$ cat src/rtl/core/ttc_pkg.sv
// Shared types and constants for the timestamp to tick converter.
// Holds the channel payload structs, the controller states and the
// command and status bundles. No dependencies.
`timescale 1ns / 1ps

package ttc_pkg;

  typedef struct packed {
    logic [31:0] seconds;
    logic [29:0] nanoseconds;
  } ttc_in_t;

  typedef struct packed {
    logic [63:0] tick_count;
    logic        went_backward;
  } ttc_out_t;

  typedef enum logic [2:0] {
    ST_IDLE,
    ST_CLASSIFY,
    ST_UPDATE,
    ST_CLAMP,
    ST_SUM,
    ST_DIVIDE,
    ST_COMMIT,
    ST_EMIT
  } ttc_state_t;

  typedef struct packed {
    logic load;
    logic classify;
    logic update;
    logic clamp;
    logic sum;
    logic div_step;
    logic commit;
    logic emit;
  } ttc_cmd_t;

  typedef struct packed {
    logic out_free;
  } ttc_status_t;

  localparam logic [29:0] NS_MAX      = 30'd999999999;
  localparam logic [30:0] NS_PER_SEC  = 31'd1000000000;
  localparam logic [30:0] AVG_RESET   = 31'd1000000000;
  localparam logic [29:0] SLICE_100MS = 30'd100000000;
  localparam logic [29:0] SLICE_1S    = 30'd1000000000;

  localparam int                   DIV_STEPS = 32;
  localparam int                   DIV_CNT_W = $clog2(DIV_STEPS);
  localparam logic [DIV_CNT_W-1:0] DIV_LAST  = DIV_CNT_W'(DIV_STEPS - 1);

endpackage

$ cat src/rtl/core/ttc_datapath.sv
// Datapath of the timestamp to tick converter: tracking state, step
// averaging, the radix-4 divider by the tick length and the output register.
// Depends on ttc_pkg; driven by commands from ttc_controller.
`timescale 1ns / 1ps

module ttc_datapath
  import ttc_pkg::*;
(
  input  logic        clk,
  input  logic        rst_n,
  input  ttc_in_t     in_data,
  input  logic        cfg_valid,
  input  logic        cfg_data,
  input  logic        out_ready,
  input  ttc_cmd_t    cmd,
  output ttc_status_t status,
  output logic        out_valid,
  output ttc_out_t    out_data
);

  logic        tick_mode_r;
  logic [31:0] cur_sec_r;
  logic [29:0] cur_ns_r;
  logic [31:0] last_sec_r;
  logic [29:0] last_ns_r;
  logic [30:0] avg_r;
  logic [63:0] rem_r;
  logic [63:0] total_r;
  logic [30:0] step_r;
  logic        back_r;
  logic        skip_en_r;
  logic [31:0] skip_r;
  logic [63:0] div_r;
  logic [29:0] prem_r;
  logic        out_valid_r;
  ttc_out_t    out_data_r;

  logic [29:0] ns_sat;
  logic [29:0] slice;
  logic [31:0] sec_diff;
  logic        same_fwd;
  logic        later;
  logic [35:0] skip_scaled;
  logic [34:0] avg_sum;
  logic [30:0] avg_nxt;
  logic [32:0] avg3;
  logic [30:0] p1;
  logic        ge1;
  logic [30:0] r1;
  logic [30:0] p2;
  logic        ge2;
  logic [30:0] r2;

  always_comb begin
    ns_sat      = (in_data.nanoseconds > NS_MAX) ? NS_MAX : in_data.nanoseconds;
    slice       = tick_mode_r ? SLICE_1S : SLICE_100MS;
    sec_diff    = cur_sec_r - last_sec_r;
    same_fwd    = (cur_sec_r == last_sec_r) && (cur_ns_r >= last_ns_r);
    later       = cur_sec_r > last_sec_r;
    skip_scaled = tick_mode_r ? {4'b0, skip_r}
                              : ({1'b0, skip_r, 3'b0} + {3'b0, skip_r, 1'b0});
    avg_sum     = {1'b0, avg_r, 3'b0} - {4'b0, avg_r} + {4'b0, step_r};
    avg_nxt     = avg_sum[33:3];
    avg3        = {2'b0, avg_r} + {1'b0, avg_r, 1'b0};
    p1          = {prem_r, div_r[63]};
    ge1         = p1 >= {1'b0, slice};
    r1          = ge1 ? (p1 - {1'b0, slice}) : p1;
    p2          = {r1[29:0], div_r[62]};
    ge2         = p2 >= {1'b0, slice};
    r2          = ge2 ? (p2 - {1'b0, slice}) : p2;
  end

  always_ff @(posedge clk) begin
    if (!rst_n) begin
      tick_mode_r <= 1'b0;
      last_sec_r  <= '0;
      last_ns_r   <= '0;
      avg_r       <= AVG_RESET;
      rem_r       <= '0;
      total_r     <= '0;
      out_valid_r <= 1'b0;
    end else begin
      if (cfg_valid) begin
        tick_mode_r <= cfg_data;
      end
      if (cmd.classify && !same_fwd && !later) begin
        rem_r <= rem_r + {33'b0, avg_r};
      end
      if (cmd.update) begin
        if (skip_en_r) begin
          total_r    <= total_r + {28'b0, skip_scaled};
          last_sec_r <= cur_sec_r;
        end
        if (!back_r) begin
          avg_r <= avg_nxt;
        end
      end
      if (cmd.commit && (div_r != '0)) begin
        total_r    <= total_r + div_r;
        last_sec_r <= cur_sec_r;
        last_ns_r  <= cur_ns_r;
        rem_r      <= {34'b0, prem_r};
      end
      if (cmd.emit) begin
        out_valid_r <= 1'b1;
      end else if (out_ready) begin
        out_valid_r <= 1'b0;
      end
    end
  end

  always_ff @(posedge clk) begin
    if (cmd.load) begin
      cur_sec_r <= in_data.seconds;
      cur_ns_r  <= ns_sat;
    end
    if (cmd.classify) begin
      if (same_fwd) begin
        step_r    <= {1'b0, cur_ns_r - last_ns_r};
        back_r    <= 1'b0;
        skip_en_r <= 1'b0;
      end else if (later) begin
        step_r    <= {1'b0, cur_ns_r} + NS_PER_SEC - {1'b0, last_ns_r};
        back_r    <= 1'b0;
        skip_en_r <= sec_diff > 32'd1;
      end else begin
        step_r    <= '0;
        back_r    <= 1'b1;
        skip_en_r <= 1'b0;
      end
      skip_r <= sec_diff - 32'd1;
    end
    if (cmd.clamp && ({2'b0, step_r} > avg3)) begin
      step_r <= avg_r;
    end
    if (cmd.sum) begin
      div_r  <= {33'b0, step_r} + rem_r;
      prem_r <= '0;
    end
    if (cmd.div_step) begin
      div_r  <= {div_r[61:0], ge1, ge2};
      prem_r <= r2[29:0];
    end
    if (cmd.emit) begin
      out_data_r.tick_count    <= total_r;
      out_data_r.went_backward <= back_r;
    end
  end

  assign status.out_free = !out_valid_r || out_ready;
  assign out_valid       = out_valid_r;
  assign out_data        = out_data_r;

endmodule

$ cat src/rtl/core/ttc_controller.sv
// Sequencing state machine of the timestamp to tick converter.
// Steps each transaction through classify, update, clamp, sum, divide,
// commit and emit. Depends on ttc_pkg.
`timescale 1ns / 1ps

module ttc_controller
  import ttc_pkg::*;
(
  input  logic        clk,
  input  logic        rst_n,
  input  logic        in_valid,
  output logic        in_ready,
  input  ttc_status_t status,
  output ttc_cmd_t    cmd
);

  ttc_state_t           state_r;
  ttc_state_t           state_nxt;
  logic [DIV_CNT_W-1:0] cnt_r;
  logic [DIV_CNT_W-1:0] cnt_nxt;

  always_ff @(posedge clk) begin
    if (!rst_n) begin
      state_r <= ST_IDLE;
      cnt_r   <= '0;
    end else begin
      state_r <= state_nxt;
      cnt_r   <= cnt_nxt;
    end
  end

  always_comb begin
    state_nxt = state_r;
    unique case (state_r)
      ST_IDLE: begin
        if (in_valid) begin
          state_nxt = ST_CLASSIFY;
        end
      end
      ST_CLASSIFY: state_nxt = ST_UPDATE;
      ST_UPDATE:   state_nxt = ST_CLAMP;
      ST_CLAMP:    state_nxt = ST_SUM;
      ST_SUM:      state_nxt = ST_DIVIDE;
      ST_DIVIDE: begin
        if (cnt_r == DIV_LAST) begin
          state_nxt = ST_COMMIT;
        end
      end
      ST_COMMIT:   state_nxt = ST_EMIT;
      ST_EMIT: begin
        if (status.out_free) begin
          state_nxt = ST_IDLE;
        end
      end
      default:     state_nxt = ST_IDLE;
    endcase
  end

  always_comb begin
    cmd      = '0;
    in_ready = 1'b0;
    cnt_nxt  = '0;
    unique case (state_r)
      ST_IDLE: begin
        in_ready = 1'b1;
        cmd.load = in_valid;
      end
      ST_CLASSIFY: cmd.classify = 1'b1;
      ST_UPDATE:   cmd.update = 1'b1;
      ST_CLAMP:    cmd.clamp = 1'b1;
      ST_SUM:      cmd.sum = 1'b1;
      ST_DIVIDE: begin
        cmd.div_step = 1'b1;
        cnt_nxt      = cnt_r + 1'b1;
      end
      ST_COMMIT:   cmd.commit = 1'b1;
      ST_EMIT:     cmd.emit = status.out_free;
      default:     cmd = '0;
    endcase
  end

endmodule

$ cat src/rtl/core/timestamp_to_tick_converter.sv
// Top level of the timestamp to tick converter.
// Instantiates ttc_controller and ttc_datapath; depends on ttc_pkg.
//
// Usage: a timestamp transaction (seconds, nanoseconds) enters on the in_
// channel and yields exactly one result transaction on the out_ channel
// carrying the running tick count and a flag for a backward timestamp.
// The cfg_ channel writes the tick mode (0 for 100 ms, 1 for 1 s ticks);
// it is always ready and should be written only while the block is idle.
// One transaction is processed at a time. The result becomes valid after
// seven control steps and the divider by the tick length, which resolves
// two quotient bits per cycle; the next timestamp is accepted once the
// result is in the output register.
// A finished result waits in the output register; while the receiver
// stalls, a following timestamp is still accepted and processed, and it
// holds only at its final step until the output register frees.
// Synchronous reset clears the tick count, the remainder and the last
// timestamp, sets the average step to one second and selects 100 ms ticks.
`timescale 1ns / 1ps

module timestamp_to_tick_converter
  import ttc_pkg::*;
(
  input  logic     clk,
  input  logic     rst_n,
  input  logic     in_valid,
  output logic     in_ready,
  input  ttc_in_t  in_data,
  output logic     out_valid,
  input  logic     out_ready,
  output ttc_out_t out_data,
  input  logic     cfg_valid,
  output logic     cfg_ready,
  input  logic     cfg_data
);

  ttc_cmd_t    cmd;
  ttc_status_t status;

  assign cfg_ready = 1'b1;

  ttc_controller u_ctrl (
    .clk      (clk),
    .rst_n    (rst_n),
    .in_valid (in_valid),
    .in_ready (in_ready),
    .status   (status),
    .cmd      (cmd)
  );

  ttc_datapath u_dp (
    .clk       (clk),
    .rst_n     (rst_n),
    .in_data   (in_data),
    .cfg_valid (cfg_valid),
    .cfg_data  (cfg_data),
    .out_ready (out_ready),
    .cmd       (cmd),
    .status    (status),
    .out_valid (out_valid),
    .out_data  (out_data)
  );

endmodule

$ cat config.mk
export PLATFORM = sky130hd
export DESIGN_NAME = timestamp_to_tick_converter
export DESIGN_NICKNAME = d
export VERILOG_FILES = /design/src/rtl/core/ttc_pkg.sv /design/src/rtl/core/ttc_datapath.sv /design/src/rtl/core/ttc_controller.sv /design/src/rtl/core/timestamp_to_tick_converter.sv
export SDC_FILE = /design/constraint.sdc
export NUM_CORES = 2
export LEC_CHECK = 0
export BUFFER_PORTS_ARGS = -buffer_cell sky130_fd_sc_hd__buf_2
export CAP_MARGIN = 0
export CORE_UTILIZATION = 35
export DETAILED_ROUTE_END_ITERATION = 6
export PLACE_DENSITY_LB_ADDON = 0.25
export SYNTH_ARGS = -nofsm -noshare
export SYNTH_HDL_FRONTEND = slang
export SYNTH_HIERARCHICAL = 1
export SYNTH_SLANG_ARGS = --single-unit
$ cat constraint.sdc
create_clock -name clk -period 18.6 [get_ports clk]
set_input_delay 1.86 -clock clk [delete_from_list [all_inputs] [get_ports clk]]
set_output_delay 1.86 -clock clk [all_outputs]
set_load 0.02 [all_outputs]
Yosys cells after proc, flatten, opt, wreduce, memory -nomap -nowiden
Cells that the tools add are included.

word-level totals
  flip-flop bits (word level) = 517
  bits of input ports = 68
  output and inout bits = 68
  word-level logic and storage cells = 117

cells by class
  add/sub/neg operators = 16
  equal/unequal tests = 12
  $lt $le $gt $ge = 7
  reduce and logical (&&, ||, !) cells = 23
  bitwise logic cells = 3
  mux-type cells = 36

operator list
  cell                    count
  $mux 64                 5
  $mux 30                 7
  $mux 31                 4
  $mux 32                 3
  $sub 30x30->30          3
  $add 31x64->64          1
  $add 64x31->64          1
  $add 64x36->64          1
  $add 64x64->64          1
  $reduce_bool 64->1      1
  $ge 31x30->1            2
  $add 35x33->36          1
  $mux 36                 1
  $add 34x31->34          1
  $sub 34x31->34          1
  $add 31x32->33          1
  $gt 31x33->1            1
  $eq 32x32->1            1
  $gt 32x1->1 const B     1
  $gt 32x32->1            1
  $sub 32x1->32 const B   1
  $sub 32x32->32          1
  $add 30x30->31 const B  1
  $sub 31x30->31          1
  21 further kinds        55

Longest topological paths before layout
  depth in word-level cells = 7
  mapped depth = 29
  depth with buffers taken out = 28

Cells and area by module
Netlist, hierarchy kept.

by module, submodules not included
  module                       instances  cells each  seq. area each (um^2)  area an instance (um^2)
  ttc_datapath                 1          4748        13052.5                40030.9
  ttc_controller               1          46          160.2                  404.1
  timestamp_to_tick_converter  1          2           0.0                    11.3

Worst setup path before layout
No wires, ideal clock.

  path kind = flip-flop to flip-flop
  from = register u_dp.tick_mode_r
  to = register u_dp.prem_r[15] (data pin)
  data arrival time = 5.763 ns
  slack = 12.571 ns
  library setup time = 0.266 ns
  stages on the path, launching flop included = 25
  required time = 18.334 ns
  cells stage by stage = dfxtp_1 -> clkinv_1 -> clkbuf_1 -> ha_1 -> nor2b_1 -> o31ai_1 -> a21boi_0 -> o311a_1 -> nor2_1 -> clkbuf_1 -> clkbuf_1 -> nand2_1 -> o21ai_0 -> ha_1 -> a21oi_1 -> nor2b_1 -> o21ai_0 -> nand2b_1 -> nor3_1 -> a211oi_1 -> o21ai_2 -> buf_4 -> nor2_1 -> xnor2_1 -> nor2_1

between the ends
  longest elaborated chain between the ends = 6
  elaborated cells between the ends (all ways) = 8
  those cells by class = 2 x add/sub; 2 x order compare; 4 x mux

RTL lines
  what                                            RTL line                                RTL
  from (decl)                                     ttc_datapath.sv:21                      logic tick_mode_r;
  from (signal assigned)                          ttc_datapath.sv:84                      tick_mode_r <= cfg_data;
  $mux 30 (*)                                     ttc_datapath.sv:56                      slice = tick_mode_r ? SLICE_1S : SLICE_100MS;
  $sub 30x30->30 or $ge 31x30->1 (tied branches)  ttc_datapath.sv:67, ttc_datapath.sv:66
  $mux 30                                         ttc_datapath.sv:67                      r1 = ge1 ? (p1 - {1'b0, slice}) : p1;
  $sub 30x30->30 or $ge 31x30->1 (tied branches)  ttc_datapath.sv:70, ttc_datapath.sv:69
  $mux 30 (*)                                     ttc_datapath.sv:70                      r2 = ge2 ? (p2 - {1'b0, slice}) : p2;
  $mux 30 (*)                                     ttc_datapath.sv:140                     if (cmd.div_step) begin
  to (signal assigned)                            ttc_datapath.sv:142                     prem_r <= r2[29:0];
  to (decl)                                       ttc_datapath.sv:34                      logic [29:0] prem_r;

Every way passes the cells marked *; elsewhere a longest branch is shown, timed or not.
A chain may end at the register's enable or synchronous reset.

Worst setup path in the final report
  from = register u_dp.tick_mode_r
  to = register u_dp.prem_r[28] (data pin)

Same word-level chain as after synthesis.

==> impl_metrics.csv <==
group,metric,value,unit
status,outcome,"complete, but fails checks",
status,violations,"DRC",
synthesis,synth_edf_count,286,
grt,grt_pass1_vias,32830,
synthesis,netlist_instances,4796,
timing,rsz0062_at_grt,"false",
drt,drc,30,
timing,min_period,7120,ps
synthesis,synth_nets,5306,
finish,syn_to_final_growth,10.81,%
clocking,cts_buffers,66,
critical_path,worstPathArrival,7460,ps
synthesis,yosysSeqAreaShare,0.3267,
clocking,clk_pin_slew,60,ps
grt,grt_max_degree,74,
critical_path,worstPathRequired,18940,ps
finish,fillers,11740,
clocking,ctsHoldBuffers,0,
critical_path,start_kind,"register",
finish,drive_gt1_frac,0.07259,
timing,finalSetupViolCount,0,
synthesis,synth_largest_area_cell,"edfxtp_1",
drt,viasPerCell,5.317,
clocking,cts_resized,0,
synthesis,synth.area.top_cells,"edfxtp_1 (21%), ha_1 (12%), dfxtp_1 (11%), a21oi_1 (6.3%), nand2_1 (5.0%)",
synthesis,syn_area,40450,um^2
grt,grt_usage,0.1912,
hold_path,hold_class,"register to register",
finish,seq_area,13210,um^2
drt,drt_iter0_markers,2169,
clocking,cts_setup_buffers,0,
critical_path,crit_fanout,52,
synthesis,ys_warn_count,6,
drt,avgRoutedWirePerCell,17.68,um
critical_path,path_class,"register to register",
timing,hold_violations,0,
critical_path,crit_path_max_incr_delay,850,ps
place,io_buffers,134,
finish,multi_input_area,25310,um^2
grt,grt_overflow,0,
finish,diodes,0,
floorplanning,die_x,341.9,um
timing,skew,32.13,ps
job,drv_cap,0,
timing,drv_slew,0,
timing,fin_hold_ws,447.7,ps
timing,relSlewSlack,0.1903,
floorplanning,dieArea,116900,um^2
drt,num_vias,34110,
floorplanning,core_area,114500,um^2
clocking,cts_tree,"built",
grt,antenna_found_initial,4,
critical_path,crit_chain,"buf_4, clkinv_1, buf_4, ha_1, nor2b_1, o31ai_1, a21boi_0, o311ai_2, nand2_1, and3_1, xor2_1, ha_1, nand2b_1, nor4_1, o22ai_1, a21oi_1, o21ai_0, a2111oi_0, a31oi_1, xnor2_1, mux2i_1, nor2_1",
synthesis,async_reset_ff_frac,0,
drt,wl,113400,um
power_and_ir_drop,leakagePower,18.20,nW
synthesis,ys_top_cells_by_count,"nand2_1 (536), a21oi_1 (506), ha_1 (388), nor2_1 (361), inv_1 (355)",
synthesis,synth_ff_type,"edfxtp_1",
clocking,cts_buffer_depth,3,
drt,firstDrtPassIters,7,
place,place_congestion,0.9112,
clocking,clock-sinks,517,
timing,worstMarginPinSlew,1210,ps
floorplanning,die_h,341.9,um
power_and_ir_drop,power.total,0.003994,W
timing,timing.final.crit_share,0.3828,
synthesis,syn_avg_cell_area,8.433,um^2
floorplanning,start_util,0.3532,
critical_path,critPathBufInv,3,
clocking,clkLatencyLatePin,640,ps
place,hpwl,87530,um
critical_path,end_kind,"register",
synthesis,ys_seq_elements,517,
critical_path,critical-path-top-delay-family,"compound AO/OA/AOI/OAI gates",
timing,clock.fmax,0.1405,GHz
synthesis,synth_top_area_frac,0.2123,
timing,tns,0,ps
power_and_ir_drop,p_per_area,89.12,nW/um^2
floorplanning,rows,124,
clocking,cts_root_buffer,"clkbuf_16",
grt,grt_pass1_wl,180100,um
drt,ant_nets,0,
finish,final_nets,5363,
clocking,htreeDepth,3,
synthesis,yosysUniqueCellTypes,94,
critical_path,crit_path_top_delay_cell,"a2111oi_0",
floorplanning,ios,136,
synthesis,synth.most_common_cell,"nand2_1",
power_and_ir_drop,vdd_drop_max,72.29,uV
[worst register-to-register path, stage by stage, from the launching register on]
cell	delay (ps)
dfxtp_2	310
buf_4	560
clkinv_1	150
buf_4	350
ha_1	400
nor2b_1	150
o31ai_1	380
a21boi_0	350
o311ai_2	480
nand2_1	550
and3_1	410
xor2_1	160
ha_1	370
nand2b_1	70
nor4_1	170
o22ai_1	150
a21oi_1	220
o21ai_0	220
a2111oi_0	850
a31oi_1	210
xnor2_1	160
mux2i_1	120
nor2_1	50
[state kept, by name (all words and copies together) (netlist names)]
name              flops
u_dp/total_r         64
u_dp/prem_r          30
u_dp/last_ns_r       30
u_dp/skip_r          32
u_ctrl/state_r        3
u_dp/cur_sec_r       32
u_dp/cur_ns_r        30
u_dp/out_data        65
u_dp/div_r           64
u_dp/last_sec_r      32
u_dp/rem_r           64
u_dp/step_r          31
u_dp/out_valid        1
u_dp/tick_mode_r      1
u_dp/skip_en_r        1
u_dp/avg_r           31
u_dp/back_r           1
u_ctrl/cnt_r          5
[cell type report]
class,count,share of cell area
Inverter,356,0.02987
Sequential cell,517,0.2948
Clock buffer,88,0.04168
Tap cell,1512,0.04221
Clock inverter,31,0.007342
Timing Repair Buffer,160,0.01932
Multi-Input combinational cell,3752,0.5648
[where the power goes]
part | leakage (nW) | switching, W | internal, W | total, W
registers | 4.52 | 0.0000756 | 0.00129 | 0.00136
clock network | 1.07 | 0.000537 | 0.000771 | 0.00131
logic | 12.6 | 0.000780 | 0.000544 | 0.00132
[routing by layer]
layer | global-route usage | up-vias | part of all wire
met3 | 0.02164 | 156 | 0.039
met2 | 0.3157 | 739 | 0.45
li1 | - | 17180 | -
met4 | 0.05729 | 0 | 0.028
met5 | 0 | - | 0
met1 | 0.2612 | 16040 | 0.48
[layout by cell type (no fill, tap or decap), types with 10 or more instances in the layout]
cell         n
ha_1       388
or3_1       35
and2_1      51
a21oi_1    504
nor3_1      73
a2111oi_0   13
buf_2      134
nand2b_1    61
a21boi_0    10
nor2b_1     61
fa_1        54
xnor2_1    221
o22ai_1     14
mux2i_1     24
o21ai_0    287
a21o_1     163
nand2_1    535
dfxtp_1    230
o21bai_1    37
o211ai_1    32
mux2_2      15
o21a_1      46
o31ai_1     26
a211o_1     17
nor4_1      42
nand3_1    122
xor2_1     153
clkbuf_16   69
or2_2       33
nor2_1     360
edfxtp_1   286
nor3b_1     14
and3_1      46
buf_4       26
inv_1      354
a31oi_1     53
clkbuf_1    12
nand4_1     56
a211oi_1    44
[per-stage QoR]
step / area (um^2) / util / std cells / setup slack (ps)
final: 44820 / 0.3914 / 6416 / 11480
after CTS: 44820 / 0.3914 / 6416 / 11610
after detailed placement: 42620 / 0.3723 / 6297 / 11630
after global routing: 44820 / 0.3914 / 6416 / 10940
after floorplan: 40450 / - / 4796 / 12570
after global placement: 42620 / 0.3723 / 6297 / 11670
[final timing paths]
kind	from	endpoint	slack, ps	cells past startpoint
worst max-delay path	u_dp/tick_mode_r$_SDFFE_PN0P_	u_dp/prem_r[28]$_SDFFCE_PN0P_	11480	22
worst min-delay path	u_dp/last_sec_r[23]$_SDFFE_PN0P_	u_dp/last_sec_r[23]$_SDFFE_PN0P_	450	2
worst max register to register	u_dp/tick_mode_r$_SDFFE_PN0P_	u_dp/prem_r[28]$_SDFFCE_PN0P_	11480	22
worst min register to register	u_dp/last_sec_r[23]$_SDFFE_PN0P_	u_dp/last_sec_r[23]$_SDFFE_PN0P_	450	2
[kinds of logic (layout without fill, tap and decap cells)]
kind of cell / after synthesis / after routing / share of synthesized area
xor gates and xnor gates: 375 / 375 / 0.08139
buffers and inverters: 527 / 635 / 0.04968
muxes: 39 / 39 / 0.01012
AOI/OAI and AO/OA: 1346 / 1346 / 0.2037
DFF: 517 / 517 / 0.3267
other: 1 / 1 / 0.00009272
adders and majority gates: 442 / 442 / 0.1468
and+or+nand+nor: 1549 / 1549 / 0.1816
No activity file was read; power rests on OpenSTA's default activity.
